==> config.mk <==
export PLATFORM = sky130hd
export DESIGN_NAME = anns_dist
export DESIGN_NICKNAME = d
export VERILOG_FILES = /design/src/rtl/core/anns_pkg.sv /design/src/rtl/core/anns_dist.sv
export SDC_FILE = /design/constraint.sdc
export NUM_CORES = 2
export LEC_CHECK = 0
export BUFFER_PORTS_ARGS = -buffer_cell sky130_fd_sc_hd__buf_2
export CAP_MARGIN = 20
export CORE_UTILIZATION = 60
export CTS_CLUSTER_DIAMETER = 30
export DETAILED_ROUTE_END_ITERATION = 6
export PLACE_DENSITY = 0.83
export SETUP_SLACK_MARGIN = 0.15
export SLEW_MARGIN = 10
export SYNTH_ARGS = -nofsm -noshare
export SYNTH_HDL_FRONTEND = slang
export SYNTH_SLANG_ARGS = --single-unit
export TNS_END_PERCENT = 50
==> constraint.sdc <==
create_clock -name clock -period 8.8 [get_ports clock]
set_clock_uncertainty 0.05 [all_clocks]
set_input_delay 1.32 -clock clock [delete_from_list [all_inputs] [get_ports clock]]
set_output_delay 1.32 -clock clock [all_outputs]
set_load 0.05 [all_outputs]
==> src/rtl/core/anns_pkg.sv <==
// shared types, codes and constants for the angular nearest-neighbor store
// no dependencies
package anns_pkg;

   localparam int CAPACITY_DEFAULT   = 64;
   localparam int MAX_JOINTS_DEFAULT = 7;
   localparam int ANGLE_BITS_DEFAULT = 16;

   localparam int NUM_JOINT_PORTS = 7;
   localparam int ANGLE_PORT_BITS = 16;
   localparam int SLOT_PORT_BITS  = 6;
   localparam int DIST_BITS       = 33;
   localparam int DOF_BITS        = 3;
   localparam int PIPE_LATENCY    = 4;

   localparam logic [DIST_BITS-1:0] DIST_MAX  = {DIST_BITS{1'b1}};
   localparam logic [DOF_BITS-1:0]  DOF_RESET = 3'd7;

   typedef logic [ANGLE_PORT_BITS-1:0] angle_type;

   typedef enum logic [1:0] {
      KIND_INSERT  = 2'd0,
      KIND_NEAREST = 2'd1,
      KIND_RADIUS  = 2'd2
   } kind_type;

   typedef enum logic [1:0] {
      STATUS_OK    = 2'd0,
      STATUS_FULL  = 2'd1,
      STATUS_EMPTY = 2'd2
   } status_type;

   typedef enum logic {
      ST_IDLE = 1'b0,
      ST_SCAN = 1'b1
   } state_type;

endpackage

==> src/rtl/core/anns_dist.sv <==
// four-stage distance pipe: wrapped angle difference, square, partial sums,
// total with saturation; depends on anns_pkg
module anns_dist #(
   parameter int MAX_JOINTS = anns_pkg::MAX_JOINTS_DEFAULT,
   parameter int ANGLE_BITS = anns_pkg::ANGLE_BITS_DEFAULT,
   parameter int SLOT_W     = 6
) (
   input  logic                              clock,
   input  logic                              reset,
   input  logic                              feed_valid,
   input  logic [SLOT_W-1:0]                 feed_slot,
   input  anns_pkg::angle_type               entry   [MAX_JOINTS],
   input  anns_pkg::angle_type               query   [MAX_JOINTS],
   input  logic [anns_pkg::DOF_BITS-1:0]     dof_count,
   output logic                              dist_valid,
   output logic [SLOT_W-1:0]                 dist_slot,
   output logic [anns_pkg::DIST_BITS-1:0]    dist_value
);

   localparam int AB       = ANGLE_BITS;
   localparam int WW       = (AB > 17) ? AB : 17;
   localparam int MAG_BITS = (AB < 16) ? AB : 16;
   localparam int SQ_BITS  = 2 * MAG_BITS;
   localparam int SUM_W    = SQ_BITS + 3;
   localparam int EXT_W    = (SUM_W > anns_pkg::DIST_BITS) ? SUM_W : anns_pkg::DIST_BITS;

   logic [MAG_BITS-1:0] mag_ff [MAX_JOINTS];
   logic [MAG_BITS-1:0] mag_in [MAX_JOINTS];
   logic [SQ_BITS-1:0]  sq_ff  [MAX_JOINTS];
   logic [SUM_W-1:0]    lo_ff, lo_in, hi_ff, hi_in;
   logic [anns_pkg::DIST_BITS-1:0] total_ff, total_in;

   logic [3:0] valid_ff;
   logic [SLOT_W-1:0] slot1_ff, slot2_ff, slot3_ff, slot4_ff;

   // stage 1: difference wrapped at the angle width, then magnitude
   always_comb begin
      logic [WW-1:0] a_ext;
      logic [WW-1:0] b_ext;
      logic [WW-1:0] diff;
      logic [AB-1:0] d;
      logic [AB-1:0] m;
      for (int j = 0; j < MAX_JOINTS; j++) begin
         a_ext = {{(WW-16){entry[j][15]}}, entry[j]};
         b_ext = {{(WW-16){query[j][15]}}, query[j]};
         diff  = a_ext - b_ext;
         d     = diff[AB-1:0];
         m     = d[AB-1] ? AB'(~d + 1'b1) : d;
         // joints past dof_count add nothing
         mag_in[j] = (3'(j) < dof_count) ? m[MAG_BITS-1:0] : '0;
      end
   end

   // stage 3: two partial sums
   always_comb begin
      lo_in = '0;
      hi_in = '0;
      for (int j = 0; j < MAX_JOINTS; j++) begin
         if (j < 4) begin
            lo_in = lo_in + SUM_W'(sq_ff[j]);
         end else begin
            hi_in = hi_in + SUM_W'(sq_ff[j]);
         end
      end
   end

   // stage 4: total, saturating at the distance width
   always_comb begin
      logic [EXT_W-1:0] ext;
      ext = EXT_W'(lo_ff) + EXT_W'(hi_ff);
      if (ext > EXT_W'(anns_pkg::DIST_MAX)) begin
         total_in = anns_pkg::DIST_MAX;
      end else begin
         total_in = ext[anns_pkg::DIST_BITS-1:0];
      end
   end

   always_ff @(posedge clock) begin
      mag_ff <= mag_in;
      for (int j = 0; j < MAX_JOINTS; j++) begin
         sq_ff[j] <= mag_ff[j] * mag_ff[j];
      end
      lo_ff    <= lo_in;
      hi_ff    <= hi_in;
      total_ff <= total_in;
      slot1_ff <= feed_slot;
      slot2_ff <= slot1_ff;
      slot3_ff <= slot2_ff;
      slot4_ff <= slot3_ff;
   end

   always_ff @(posedge clock) begin
      if (reset) begin
         valid_ff <= '0;
      end else begin
         valid_ff <= {valid_ff[2:0], feed_valid};
      end
   end

   assign dist_valid = valid_ff[3];
   assign dist_slot  = slot4_ff;
   assign dist_value = total_ff;

endmodule

# Word-level counts from Yosys, hierarchy flattened

Memory sizes are Yosys's and may differ from the RTL's.
Cells that the tools add are included.
Widths: inputs -> output; s select.

Bits in registers: 242
RAM bits: 224
Memories kept: 1

Memory list:

| memory | words | width | rd ports | clocked after Yosys merged registers in | write ports | line            | RTL |
|---|---|---|---|---|---|---|---|
| sq_ff  | 7     | 32    | 7        | 0                                       | 7           | anns_dist.sv:29 | `logic [SQ_BITS-1:0] sq_ff [MAX_JOINTS];` |

Add/subtract/negate cells: 20
Multiply operators: 7
$lt $le $gt $ge: 8
Muxes and demuxes: 7
Bitwise logic cells: 7
Reduce and logical (&&, ||, !) cells: 7

Operator list:

| kind                  | count |
|---|---|
| $mul 16x16->32        | 7 |
| $add 16x1->16 const B | 7 |
| $not 16->16           | 7 |
| $sub 16x16->16        | 7 |
| $mux 15               | 7 |
| $add 33x32->34        | 2 |
| $add 32x32->33        | 2 |
| $add 34x32->35        | 1 |
| $add 35x34->35        | 1 |
| $gt 35x33->1 const B  | 1 |
| $reduce_and 2->1      | 7 |
| $lt 3x3->1 const A    | 3 |
| $lt 1x3->1 const A    | 2 |
| $lt 2x3->1 const A    | 2 |

# Depth between registers and ports, before layout

Word-level depth: 4
Depth in mapped cells: 26
Depth with buffers taken out: 25

# Worst setup path before layout

Ideal clock, no wire load.

Kind: register to register
From: reg mag_ff[17] (netlist name)
To: mem sq_ff[5][31] (netlist name)
Setup time: 72 ps
Arrival time: 6130 ps
Required time: 8678 ps
Setup slack: 2548 ps
Cell stages (with the launch flop): 26
Cell sequence: dfxtp_1 -> clkbuf_1 -> clkbuf_1 -> nand2_1 -> inv_1 -> fa_1 -> inv_1 -> fa_1 -> fa_1 -> inv_1 -> fa_1 -> fa_1 -> inv_1 -> fa_1 -> inv_1 -> ha_1 -> a21oi_1 -> o21ai_0 -> o31a_1 -> a211o_1 -> a2111oi_2 -> o31ai_1 -> o41ai_2 -> o21bai_1 -> a21oi_1 -> xnor2_1

RTL lines:

| item                   | line            | RTL |
|---|---|---|
| from (decl)            | anns_dist.sv:27 | `logic [MAG_BITS-1:0] mag_ff [MAX_JOINTS];` |
| from (signal assigned) | anns_dist.sv:79 | `mag_ff <= mag_in;` |
| to (decl)              | anns_dist.sv:29 |  |

==> results.py <==
metrics = {
    "drt": {
        "vias": 55500,
        "drt_iter0_markers": 3517,
        "drc_errors": 0,
        "vias_per_cell": 5.52,
        "first_pass_iters": 7,
        "antenna_left": 0,
        "wl_per_cell_um": 17.3,
        "totalWireLength_um": 174000,
    },
    "yosys": {
        "yosys.area_share.adder_pct": 49.2,
        "synth_edf_count": 0,
        "ys_seq_area_share_pct": 12.5,
        "syn_area_mm2": 0.0735,
        "synth.area.mux_share_pct": 0.274,
        "ys.flop_type": "dfxtp_1",
        "synthXorXnorAreaFrac_pct": 5.71,
        "syn_area_per_cell_um2": 9.03,
        "synth_compound_area_share_pct": 9.68,
        "synth_top_family_by_area": "adder cells",
        "synth_nets": 10500,
        "synth-simple-area-share_pct": 12.1,
        "ys_types": 90,
        "ys_ff_latch": 458,
        "yosysWarnings": 0,
        "synthCells": 8141,
        "async_flop_share_pct": 0,
    },
    "grt": {
        "antenna_found_initial": 11,
        "grt_overflow": 0,
        "grt_usage_pct": 28.9,
        "grt_max_degree": 34,
        "grt_pass1_vias": 59600,
        "grt_pass1_wl_um": 292000,
    },
    "timing": {
        "period_needed_ns": 7.02,
        "drv_slew": 0,
        "hold_violations": 0,
        "worst_pin_slew_ns": 1.07,
        "rsz0062_at_grt": "no",
        "setup_tns_ns": 0,
        "fmax_ghz": 0.143,
        "setup_viol": 0,
        "slew_headroom_pct": 29.0,
        "fin_crit_sh_pct": 79.7,
    },
    "clock_network": {
        "cts_resized": 0,
        "cts_setup_buffers": 0,
        "cts_sinks": 458,
        "cts_hold_buffers": 0,
        "clk_pin_slew_ns": 0.05,
        "clk_latency_ns": 0.69,
        "cts_made_buffers": 92,
        "cts_buffer_depth": 3,
        "htree_num_levels": 3,
        "root_buffer": "clkbuf_16",
        "cts_tree": "built",
    },
    "critical_path": {
        "worstPathArrival_ns": 7.56,
        "r2r_end": "sq_ff[3][30]$_DFF_P_",
        "cp_max_fo": 13,
        "start_kind": "flip-flop",
        "critPathKind": "flip-flop to flip-flop",
        "timing.rr.start": "mag_ff[51]$_SDFF_PN0_",
        "cp-end-kind": "flip-flop",
        "critPathRequiredTime_ns": 9.35,
        "r2r_slack_ns": 1.78,
        "ff2ff_path_depth": 23,
    },
    "final_layout": {
        "regArea_mm2": 0.00917,
        "n_fill_cell": 9443,
        "multi_input_area_mm2": 0.0565,
        "final_common_cell": "inv_1",
        "drive_gt1_share_pct": 6.37,
        "area_delta_synth_final_pct": 8.38,
        "fin_nets": 10700,
        "final_cell_mix": "inv_1, fa_1, ha_1, nand2_1, dfxtp_1",
    },
    "placement": {
        "gp_congestion": 0.954,
        "hpwl_um": 144000,
        "port_buffers": 275,
    },
    "floorplanning": {
        "coreArea_mm2": 0.122,
        "die_area_mm2": 0.124,
        "fp.dieW_um": 352,
        "dieHeight_um": 352,
        "io_pins": 276,
        "start_util_pct": 60.4,
        "row_count": 128,
    },
    "hold_path": {
        "min_to": "dist_slot[2]$_DFF_P_",
        "hp-class": "flip-flop to flip-flop",
        "min-delay-start": "slot3_ff[2]$_DFF_P_",
        "min_path_cells": 0,
    },
    "job": {
        "cap_violations": 0,
    },
    "status": {
        "status": "complete, no violations",
    },
}
==> synthesized netlist by cell type (7+ instances only) <==
library cell,instances,area [µm²]
o21a_1,71,533
nand3_1,68,340
mux2i_1,10,100
and2_1,321,2010
xnor2_1,331,2900
inv_1,1923,7220
o22ai_1,10,62.6
nand4_1,19,119
nor4_1,16,100
ha_1,913,11400
o31a_1,10,87.6
xor2_1,148,1300
a2111oi_0,7,61.3
nor2b_1,74,463
a31oi_1,44,275
a41oi_1,7,61.3
nand2_1,661,2480
nand2b_1,55,344
fa_1,1234,24700
clkbuf_1,154,578
or2_2,34,213
o21ai_1,18,90.1
a21o_1,149,1120
nor2_1,415,1560
nor3_1,64,320
a21boi_0,7,52.6
o31ai_1,33,248
o21bai_1,68,510
or3_1,41,257
dfxtp_1,458,9170
nor3b_1,14,105
and3_1,44,275
o211ai_1,13,97.6
a21oi_1,348,1740
o211a_1,7,70.1
a211oi_1,34,255
a31o_2,19,166
mux2_2,8,90.1
o21ai_0,168,841
==> routing by layer <==
layer | vias to the layer above | global-route usage [%] | routed length (µm)
met5 | - | 0 | 20
met1 | 27300 | 36.7 | 69600
met2 | 1983 | 49.6 | 84700
met4 | 2 | 11.1 | 6900
li1 | 25700 | - | -
met3 | 449 | 4.56 | 12700
==> cell type report <==
cell class	instances	area share, %
antenna	1	0.00314
clock buffer	100	2.99
clock inverter	73	1.12
inverter	1923	9.06
multi-input combinational	5599	71.0
sequential	458	11.5
tap	1625	2.55
timing repair buffer	279	1.79
==> metrics by stage <==
step	hold slack, ns	worst slack [ns]	area [µm²]	std cells	util [%]
CTS	0.275	1.83	79600	10100	65.4
global placement	0.261	2.07	76300	9880	62.7
global route	0.280	1.45	79700	10100	65.4
finish	0.274	1.78	79700	10100	65.4
floorplan	0.260	2.55	73500	8141	-
detailed placement	0.262	1.88	76300	9880	62.7
==> cells by family after synthesis <==
logic type      count (synthesis)
compound gates               1099
xor+xnor                      479
fa+ha+maj                    2147
buf+inv                      2084
flops                         458
mux                            19
simple gates                 1855
==> sequential cells by signal (all words and copies together), names as in the netlist <==
name,flops
dist_slot,6
valid_ff,4
hi_ff,34
sq_ff,217
mag_ff,112
slot3_ff,6
dist_value,33
slot1_ff,6
slot2_ff,6
lo_ff,34
==> worst max path at each step <==
stage,start,end,depth (start not counted)
floorplan,mag_ff[17]$_SDFF_PN0_,sq_ff[5][31]$_DFF_P_,25
global placement,mag_ff[6]$_SDFF_PN0_,sq_ff[6][31]$_DFF_P_,24
detailed placement,mag_ff[66]$_SDFF_PN0_,sq_ff[2][30]$_DFF_P_,23
CTS,mag_ff[66]$_SDFF_PN0_,sq_ff[2][30]$_DFF_P_,23
global route,mag_ff[23]$_SDFF_PN0_,sq_ff[5][30]$_DFF_P_,23
finish,mag_ff[51]$_SDFF_PN0_,sq_ff[3][30]$_DFF_P_,23
==> worst max-delay path: stages, from the launching register on <==
cell and delay, ns:
dfxtp_1 0.69, inv_1 0.27, nor2_1 0.27, ha_1 0.30
xor2_1 0.19, fa_1 0.54, inv_1 0.05, fa_1 0.49
fa_1 0.48, fa_1 0.52, inv_1 0.05, fa_1 0.49
inv_1 0.05, ha_1 0.32, and3_1 0.22, nand2_1 0.09
nor2_1 0.06, a221o_1 0.31, nor3_1 0.27, o21ai_1 0.25
a2111oi_0 0.48, o21bai_1 0.13, a21oi_1 0.20, xnor2_1 0.15
Power is left out: the tool's default activity adds up to more than one toggle a clock period on the data nets, which glitch-free logic cannot reach.
