File: src/rtl/core/anns_pkg.sv
// shared types, codes and constants for the angular nearest-neighbor store
// no dependencies
package anns_pkg;

   localparam int CAPACITY_DEFAULT   = 64;
   localparam int MAX_JOINTS_DEFAULT = 7;
   localparam int ANGLE_BITS_DEFAULT = 16;

   localparam int NUM_JOINT_PORTS = 7;
   localparam int ANGLE_PORT_BITS = 16;
   localparam int SLOT_PORT_BITS  = 6;
   localparam int DIST_BITS       = 33;
   localparam int DOF_BITS        = 3;
   localparam int PIPE_LATENCY    = 4;

   localparam logic [DIST_BITS-1:0] DIST_MAX  = {DIST_BITS{1'b1}};
   localparam logic [DOF_BITS-1:0]  DOF_RESET = 3'd7;

   typedef logic [ANGLE_PORT_BITS-1:0] angle_type;

   typedef enum logic [1:0] {
      KIND_INSERT  = 2'd0,
      KIND_NEAREST = 2'd1,
      KIND_RADIUS  = 2'd2
   } kind_type;

   typedef enum logic [1:0] {
      STATUS_OK    = 2'd0,
      STATUS_FULL  = 2'd1,
      STATUS_EMPTY = 2'd2
   } status_type;

   typedef enum logic {
      ST_IDLE = 1'b0,
      ST_SCAN = 1'b1
   } state_type;

endpackage

File: src/rtl/core/anns_cell.sv
// one storage cell of the rotating table: holds one joint configuration
// depends on anns_pkg
module anns_cell #(
   parameter int MAX_JOINTS = anns_pkg::MAX_JOINTS_DEFAULT
) (
   input  logic               clock,
   input  logic               shift_en,
   input  logic               load_en,
   input  anns_pkg::angle_type load_data  [MAX_JOINTS],
   input  anns_pkg::angle_type shift_data [MAX_JOINTS],
   output anns_pkg::angle_type entry_out  [MAX_JOINTS]
);

   anns_pkg::angle_type entry_ff [MAX_JOINTS];
   anns_pkg::angle_type entry_in [MAX_JOINTS];

   always_comb begin
      for (int j = 0; j < MAX_JOINTS; j++) begin
         if (load_en) begin
            entry_in[j] = load_data[j];
         end else if (shift_en) begin
            entry_in[j] = shift_data[j];
         end else begin
            entry_in[j] = entry_ff[j];
         end
      end
   end

   always_ff @(posedge clock) begin
      entry_ff <= entry_in;
   end

   assign entry_out = entry_ff;

endmodule

File: config.mk
export PLATFORM = sky130hd
export DESIGN_NAME = anns_cell
export DESIGN_NICKNAME = d
export VERILOG_FILES = /design/src/rtl/core/anns_pkg.sv /design/src/rtl/core/anns_cell.sv
export SDC_FILE = /design/constraint.sdc
export NUM_CORES = 1
export LEC_CHECK = 0
export ABC_AREA = 1
export BUFFER_PORTS_ARGS = -buffer_cell sky130_fd_sc_hd__buf_2
export CAP_MARGIN = 30
export CORE_AREA = 2 2 131 133
export DETAILED_ROUTE_END_ITERATION = 10
export DIE_AREA = 0 0 133 135
export GPL_TIMING_DRIVEN = 0
export HOLD_SLACK_MARGIN = 0.1
export MAX_ROUTING_LAYER = met4
export PLACE_DENSITY_LB_ADDON = 0.05
export SLEW_MARGIN = 20
export SYNTH_ARGS = -nofsm -noshare
export SYNTH_HDL_FRONTEND = slang
export SYNTH_SLANG_ARGS = --single-unit
export TNS_END_PERCENT = 5
File: constraint.sdc
create_clock -name clock -period 4.7 [get_ports clock]
set_input_delay 0.235 -clock clock [delete_from_list [all_inputs] [get_ports clock]]
set_output_delay 0.235 -clock clock [all_outputs]
set_load 0.05 [all_outputs]
[Yosys cells after proc, flatten, opt, wreduce, memory -nomap -nowiden]
Index checks and enable logic that the tools add are counted.
Word-level totals
  register bits: 112
  input bits: 227
  output and inout port bits: 112
Operators by class
  muxes and demuxes: 14
  reductions and logical operators: 1
Operators by type and width (number)
  2-to-1 mux 16 bit: 14
  nonzero test 2 bit: 1

[Longest topological paths before layout]
Gate-level depths: netlist (run 1).
  word-level depth: 2
  depth in mapped cells: 6
  depth with buffers taken out: 3

[Least setup slack after synthesis (run 1)]
Ideal clock, no wire load.
  kind: in2reg
  start: input port load_en
  end: register entry_ff (netlist bit entry_out[0]) (enable)
  arrival: 1.841 ns
  path slack: 2.435 ns
  stages on the path: 3
  cells stage by stage: buf_6 -> buf_6 -> or2_2
Between the ends
  word-level cells in the longest chain between the ends: 1
Ends and longest elaborated chain
  start, declared: line anns_cell.sv:8  | input logic load_en,
  nonzero test 2 bit (no line)
  end signal, assigned: line anns_cell.sv:30  | entry_ff <= entry_in;
  end, declared: line anns_cell.sv:14  | anns_pkg::angle_type entry_ff [MAX_JOINTS];
No other way between the ends.
A chain may end at the register's enable or synchronous reset.

[Worst setup path after layout (run 1)]
  start: register entry_ff (netlist bit entry_out[109])
  end: output port entry_out[109] (netlist bit)
RTL lines
  end, declared: line anns_cell.sv:11  | output anns_pkg::angle_type entry_out [MAX_JOINTS]
No word-level cell between the ends.

==> run summary, run 1 <==
DIE WIDTH - 133 µm
final wirelength - 15400 µm
Total Die Area - 18000 µm²
post-layout min period - 1.22 ns
Routed WL per cell - 14.7 µm
Setup-failing EPs final - 0
Yosys reg bits - 112
setup ws final - 3.48 ns
Layout area overhead - 48.3%
worst-margin pin slew - 0.353 ns
VDD IR max - 0.000161 V
leading area contributor after synthesis - edfxtp_1
Final Max Slew Viols - 0
Die Ht - 135 µm
fin crit share - 26.0%
crit-path leading delay family - flip-flops
max reg flops - 112
crit path buf inv count - 1
DRT Pass-1 Iters - 4
Leak - 3.79 nW
1st-iter DRT viols - 152
pre-CTS WS - 3.14 ns
FP Rows - 47
CTS tree - yes
Slew HR - 76.4%
Netlist cell types - 7
post-layout util - 43.9%
CP endpoint kind - primary output
Reg clk slew, reported paths - 0.07 ns
post-synthesis cell area - 4860 µm²
Hold Path Class - primary input to flip-flop
Core Area - 16400 µm²
Max-Cap Viols - 0
Crit path largest cell delay - 0.42 ns
hpwl dp - 12200 µm
cts hold-fix bufs - 0
Max Clk Rate - 818 MHz
Final Hold Vio Count - 0
kind of critical path - flip-flop to primary output
Non-Filler Instances - 1051
vias in the first global route - 4469
Initial Util - 29.6%
Longest Clk Path Bufs - 2
outcome - completed
CP max FO - 1
first-pass GRT wire length - 22900 µm
sum of negative setup slack - 0 ns
Synth area leaders - edfxtp_1, nand2_1, buf_6
warnings from Yosys - 0
Root Buffer - clkbuf_16
syn nets - 702
layout cells sized above 1 - 47.0%
placed insts - 1034
critical path, cell by cell - buf_2
Seq/Total Area, Yosys - 69.3%
CTS H-Tree Depth - 3
GPL Wtd Cong - 0.850
pin count of the biggest net entering global routing - 51
CP max-delay cell - edfxtp_1
vias per inst - 4.17
highest-count cells in the layout ignoring fill and taps - buf_2, nand2_1, edfxtp_1, buf_6, nand2_2
Worst EP arrival - 0.99 ns
crit start category - flip-flop
Cells after Synth - 475
RSZ-0062 raised after global routing - no
commonest non-fill, non-tap cell in the layout - buf_2
grt total ovfl - 0
Synth top area share - 69.3%
gr usage total - 17.3%
port buffer count - 337
total number of vias - 4387
Critical Path RT - 4.47 ns
DR DRC count - 0
initial antenna violation count - 3
cts bufs inserted - 9
filler cell count in the final layout - 1655
antenna viol nets, final - 0
Clock Sink Count - 112
io pins - 339
Layout Nets - 1052
post-CTS sizing - 0
power density cells - 395 nW/µm²
post-CTS setup buffer count - 0
synthesized area per cell - 10.2 µm²
## report_power, final
part | switching, W | leakage [nW] | internal, W
sequential | 0.0000259 | 1.15 | 0.00123
combinational | 0.000561 | 2.48 | 0.000188
clock | 0.000330 | 0.158 | 0.000515
total | 0.000917 | 3.79 | 0.00193
## cell usage after synthesis (all sizes together)
cell type,number
or2,1
inv,1
buf,25
edfxtp,112
nand2,336
## metrics by stage
stage / area [µm²] / hold slack, ns / total power (W)
3_3_place_gp: 6820 / 0.498 / 0.00202
2_1_floorplan: 4860 / 0.408 / 0.00179
6_report: 7200 / 0.150 / 0.00285
4_1_cts: 7190 / 0.134 / 0.00288
5_1_grt: 7200 / 0.146 / 0.00296
3_5_place_dp: 6870 / 0.502 / 0.00203
## area by class of cell
type	count	area (µm²)	area share, %
inverter	1	6.26	0.0869
timing repair buffer	339	1730	24.1
buffer	25	194	2.69
multi-input combinational	337	1290	18.0
sequential	112	3360	46.7
antenna	3	7.51	0.104
clock buffer	10	229	3.18
clock inverter	4	95.1	1.32
tap	220	275	3.82
## metal layers
metal  share of wire (%)  track usage [%]  up-vias
met4                 2.6             7.59        0
met5                   0                -        -
met1                  38             18.0     1938
li1                    -                -     2223
met2                  53             31.3      203
met3                 7.2             4.17       23
## path summary, 6_finish.rpt
kind                        endpoint            from  cells after the start
worst max-delay path  entry_out[109]  entry_out[109]                      1
worst min-delay path   entry_out[61]  shift_data[61]                      3
## cells by family after synthesis
family / count (synthesis) / share of synthesized area [%]
buf+inv: 26 / 4.12
flops: 112 / 69.3
simple gates: 337 / 26.6
Power figures use the tool's default switching activity.
==> run 2, diff against run 1 <==
Settings changed: CORE_AREA 2 2 131 133 to 2 2 132 134, DIE_AREA 0 0 133 135 to 0 0 134 136.
Clock period 4.7 ns to 1.1 ns, I/O delays scaled along.
==> run 2 against run 1 <==
  * The run now fails in 4_1_cts
  * Synthesized cell count did not move
  * Synthesized area stayed put
==> run summary, run 2 <==
Netlist cell types - 7 (unchanged)
Stopped at - 4_1_cts
post-synthesis cell area - 4860 µm² (unchanged)
synthesized area per cell - 10.2 µm² (unchanged)
syn nets - 702 (unchanged)
Longest Clk Path Bufs - 2 (unchanged)
cts hold-fix bufs - 212 (+212)
most frequent cells after synthesis - nand2_1, edfxtp_1, buf_2
DIE WIDTH - 134 µm (+0.75%)
outcome - aborted with a tool error
Cells after Synth - 475 (unchanged)
port buffer count - 337 (unchanged)
cts bufs inserted - 9 (unchanged)
Yosys reg bits - 112 (unchanged)
post-CTS setup buffer count - 0 (unchanged)
Initial Util - 28.8% (-0.82 points)
GPL Wtd Cong - 0.791 (-6.9%)
Run Error - [ERROR RSZ-0060] Max buffer count reached.
Synth top area share - 69.3% (unchanged)
FP Rows - 48 (+2.1%)
Clock Sink Count - 112 (unchanged)
Die Ht - 136 µm (+0.74%)
top-count cell post-synth - nand2_1
warnings from Yosys - 0 (unchanged)
Post-synth EDFFs - 112 (unchanged)
Seq/Total Area, Yosys - 69.3% (unchanged)
io pins - 339 (unchanged)
Root Buffer - clkbuf_16
Synth area leaders - edfxtp_1, nand2_1, buf_6
CTS H-Tree Depth - 3 (unchanged)
post-synthesis async set-or-reset flop share - 0% (unchanged)
post-CTS sizing - 0 (unchanged)
top_reg_cell synth - edfxtp_1
leading area contributor after synthesis - edfxtp_1
hpwl dp - 11900 µm (-2.2%)
==> run 2: cell counts after synthesis <==
No cell type changed its count.
==> run 2: logic make-up after synthesis <==
family | Yosys count | synth area share [%]
and+or+nand+nor | 337 | 26.6
DFF | 112 | 69.3
buffers and inverters | 26 | 4.12
==> run 2: stage by stage <==
stage | setup TNS [ns] | cells | cell area, µm² | setup WS [ns] | util [%]
2_1_floorplan | -46.77 | 475 | 4860 | -0.418 | -
3_3_place_gp | -102.72 | 1037 | 6830 | -0.924 | 40.5
3_5_place_dp | -16.70 | 1039 | 6890 | -0.177 | 40.8
==> run 3, diff against run 2 <==
Settings changed: CORE_AREA 2 2 132 134 to 2 2 131 133, DIE_AREA 0 0 134 136 to 0 0 133 135, HOLD_SLACK_MARGIN 0.1 to unset, MAX_ROUTING_LAYER met4 to unset, PLACE_DENSITY_LB_ADDON 0.05 to 0.15.
Clock period 1.1 ns to 1.45 ns, I/O delays scaled along.
==> run 3 against run 2 <==
  * The flow now finishes without violations
==> run summary, run 3 (synthesis gave the netlist of run 1 again) <==
placed insts - 1034 (-0.48%)
post-CTS setup buffer count - 0 (unchanged)
first-pass GRT wire length - 27200 µm
gr usage total - 19.7%
Core Area - 16400 µm²
hpwl dp - 11700 µm (-1.9%)
DR DRC count - 0
Final Max Slew Viols - 0
kind of critical path - primary input to flip-flop
highest-count cells in the layout ignoring fill and taps - buf_2, nand2_1, dlygate4sd3_1, edfxtp_1
multi-input logic area - 1290 µm²
pin count of the biggest net entering global routing - 51
Initial Util - 29.6% (+0.82 points)
worst-margin pin slew - 0.337 ns
crit start category - primary input
Total Die Area - 18000 µm²
Crit path largest cell delay - 0.55 ns
power density cells - 1060 nW/µm²
total number of vias - 5281
CTS H-Tree Depth - 3 (unchanged)
Critical Path RT - 1.56 ns
Routed WL per cell - 14.1 µm
sum of negative setup slack - 0 ns
final wirelength - 17800 µm
Max Clk Rate - 756 MHz
n_diodes - 0
Die Ht - 135 µm (-0.74%)
max reg flops - 112
Leak - 4.68 nW
GPL Wtd Cong - 0.761 (-3.9%)
CTS tree - yes
DRT Pass-1 Iters - 4
port buffer count - 337 (unchanged)
antenna viol nets, final - 0
CP max FO - 1
grt total ovfl - 0
fin crit share - 91.2%
Reg area - 3360 µm²
Hold Path Class - primary input to flip-flop
Reg clk slew, reported paths - 0.08 ns
outcome - completed
Layout Nets - 1257
VDD IR max - 0.000750 V
crit path buf inv count - 3
Non-Filler Instances - 1255
layout cells sized above 1 - 37.9%
CP max-delay cell - dlygate4sd3_1
Root Buffer - clkbuf_16
commonest non-fill, non-tap cell in the layout - buf_2
initial antenna violation count - 0
WHS - 0.00629 ns
Setup-failing EPs final - 0
post-layout min period - 1.32 ns
1st-iter DRT viols - 177
io pins - 339 (unchanged)
Clock Sink Count - 112 (unchanged)
vias in the first global route - 5414
RSZ-0062 raised after global routing - no
vias per inst - 4.21
crit-path leading delay family - buffers and inverters
Longest Clk Path Bufs - 2 (unchanged)
filler cell count in the final layout - 1449
CP endpoint kind - flip-flop
cts bufs inserted - 9 (unchanged)
critical path, cell by cell - dlygate4sd3_1, buf_2, nand2_1, nand2_1, dlygate4sd3_1
Worst EP arrival - 1.43 ns
DIE WIDTH - 133 µm (-0.75%)
Max-Cap Viols - 0
Design Power - 0.00979 W
FP Rows - 47 (-2.1%)
Layout area overhead - 90.7%
Final Hold Vio Count - 0
Slew HR - 77.6%
[run 3: per-stage QoR]
stage          cell area [µm²]  worst slack (ns)  utilization, %
2_1_floorplan             4860           -0.0851               -
3_3_place_gp              6820            -0.611            41.6
3_5_place_dp              6880             0.127            41.9
4_1_cts                   9260             0.173            56.4
5_1_grt                   9260             0.110            56.4
6_report                  9260             0.128            56.4
[run 3: cell type report]
class,count,share of cell area (%)
sequential,112,36.3
inverter,1,0.0676
multi-input combinational,337,14.0
timing repair buffer,544,41.0
clock buffer,9,2.43
clock inverter,7,1.11
buffer,25,2.14
tap,220,2.97
[run 3: repair_timing]
item | 4_1_cts | 5_1_grt
hold buffers | 205 | 0
hold endpoints to repair | 108 | 0
gates resized for setup | 0 | 0
[run 3: worst paths after layout]
kind	startpoint	end	slack, ns	cells after the start
worst max-delay path	shift_data[52]	entry_out[52]	0.13	5
worst min-delay path	shift_data[93]	entry_out[93]	0.006	3
[run 3: power breakdown]
| group | internal, W | switching, W |
|---|---|---|
| combinational | 0.00106 | 0.00193 |
| sequential | 0.00397 | 0.0000818 |
| clock | 0.00154 | 0.00122 |
[run 3: worst min-delay path, stage by stage]
cell and delay [ns]:
buf_2 0.08, nand2_1 0.05, nand2_1 0.05
[run 3: metal layers]
metal | vias to the layer above | routed length, µm | global-route usage, %
met5 | - | 0 | 0
met4 | 0 | 403 | 7.71
met3 | 24 | 1730 | 6.91
met2 | 248 | 8990 | 36.7
met1 | 2375 | 6640 | 20.2
li1 | 2634 | - | -
==> run 4, diff against run 3 <==
Settings changed: CORE_AREA 2 2 131 133 to 2 2 132 134, DIE_AREA 0 0 133 135 to 0 0 134 136.
Clock period 1.45 ns to 1.1 ns, I/O delays scaled along.
==> run 4 against run 3 <==
  * The run now fails in 4_1_cts
  * Synthesized cell count is the same
  * Synthesized area unchanged
==> run summary, run 4 <==
outcome - aborted with a tool error
Stopped at - 4_1_cts
Run Error - [ERROR RSZ-0060] Max buffer count reached.
cts bufs inserted - 9 (unchanged)
hpwl dp - 12200 µm (+3.9%)
warnings from Yosys - 0 (unchanged)
Cells after Synth - 475 (unchanged)
io pins - 339 (unchanged)
Root Buffer - clkbuf_16
top-count cell post-synth - nand2_1
Post-synth EDFFs - 112 (unchanged)
Synth top area share - 69.3% (unchanged)
Synth area leaders - edfxtp_1, nand2_1, buf_6
placed insts - 1039 (+0.48%)
Die Ht - 136 µm (+0.74%)
leading area contributor after synthesis - edfxtp_1
post-CTS setup buffer count - 0 (unchanged)
Yosys reg bits - 112 (unchanged)
Clock Sink Count - 112 (unchanged)
cts hold-fix bufs - 212 (+3.4%)
Seq/Total Area, Yosys - 69.3% (unchanged)
DIE WIDTH - 134 µm (+0.75%)
top_reg_cell synth - edfxtp_1
post-synthesis async set-or-reset flop share - 0% (unchanged)
post-CTS sizing - 0 (unchanged)
GPL Wtd Cong - 0.803 (+5.5%)
post-synthesis cell area - 4860 µm² (unchanged)
synthesized area per cell - 10.2 µm² (unchanged)
port buffer count - 337 (unchanged)
FP Rows - 48 (+2.1%)
syn nets - 702 (unchanged)
Initial Util - 28.8% (-0.82 points)
Netlist cell types - 7 (unchanged)
Longest Clk Path Bufs - 2 (unchanged)
most frequent cells after synthesis - nand2_1, edfxtp_1, buf_2
CTS H-Tree Depth - 3 (unchanged)
==> run 4: cell families after synthesis <==
logic type    Yosys count  share of synthesized area, %
simple gates          337                          26.6
flops                 112                          69.3
buf+inv                26                          4.12
==> run 4: stage by stage <==
| stage | hold slack (ns) | cell area [µm²] | worst slack, ns |
|---|---|---|---|
| after floorplan | 0.228 | 4860 | -0.418 |
| after global placement | 0.318 | 6830 | -0.940 |
| after detailed placement | 0.322 | 6870 | -0.419 |
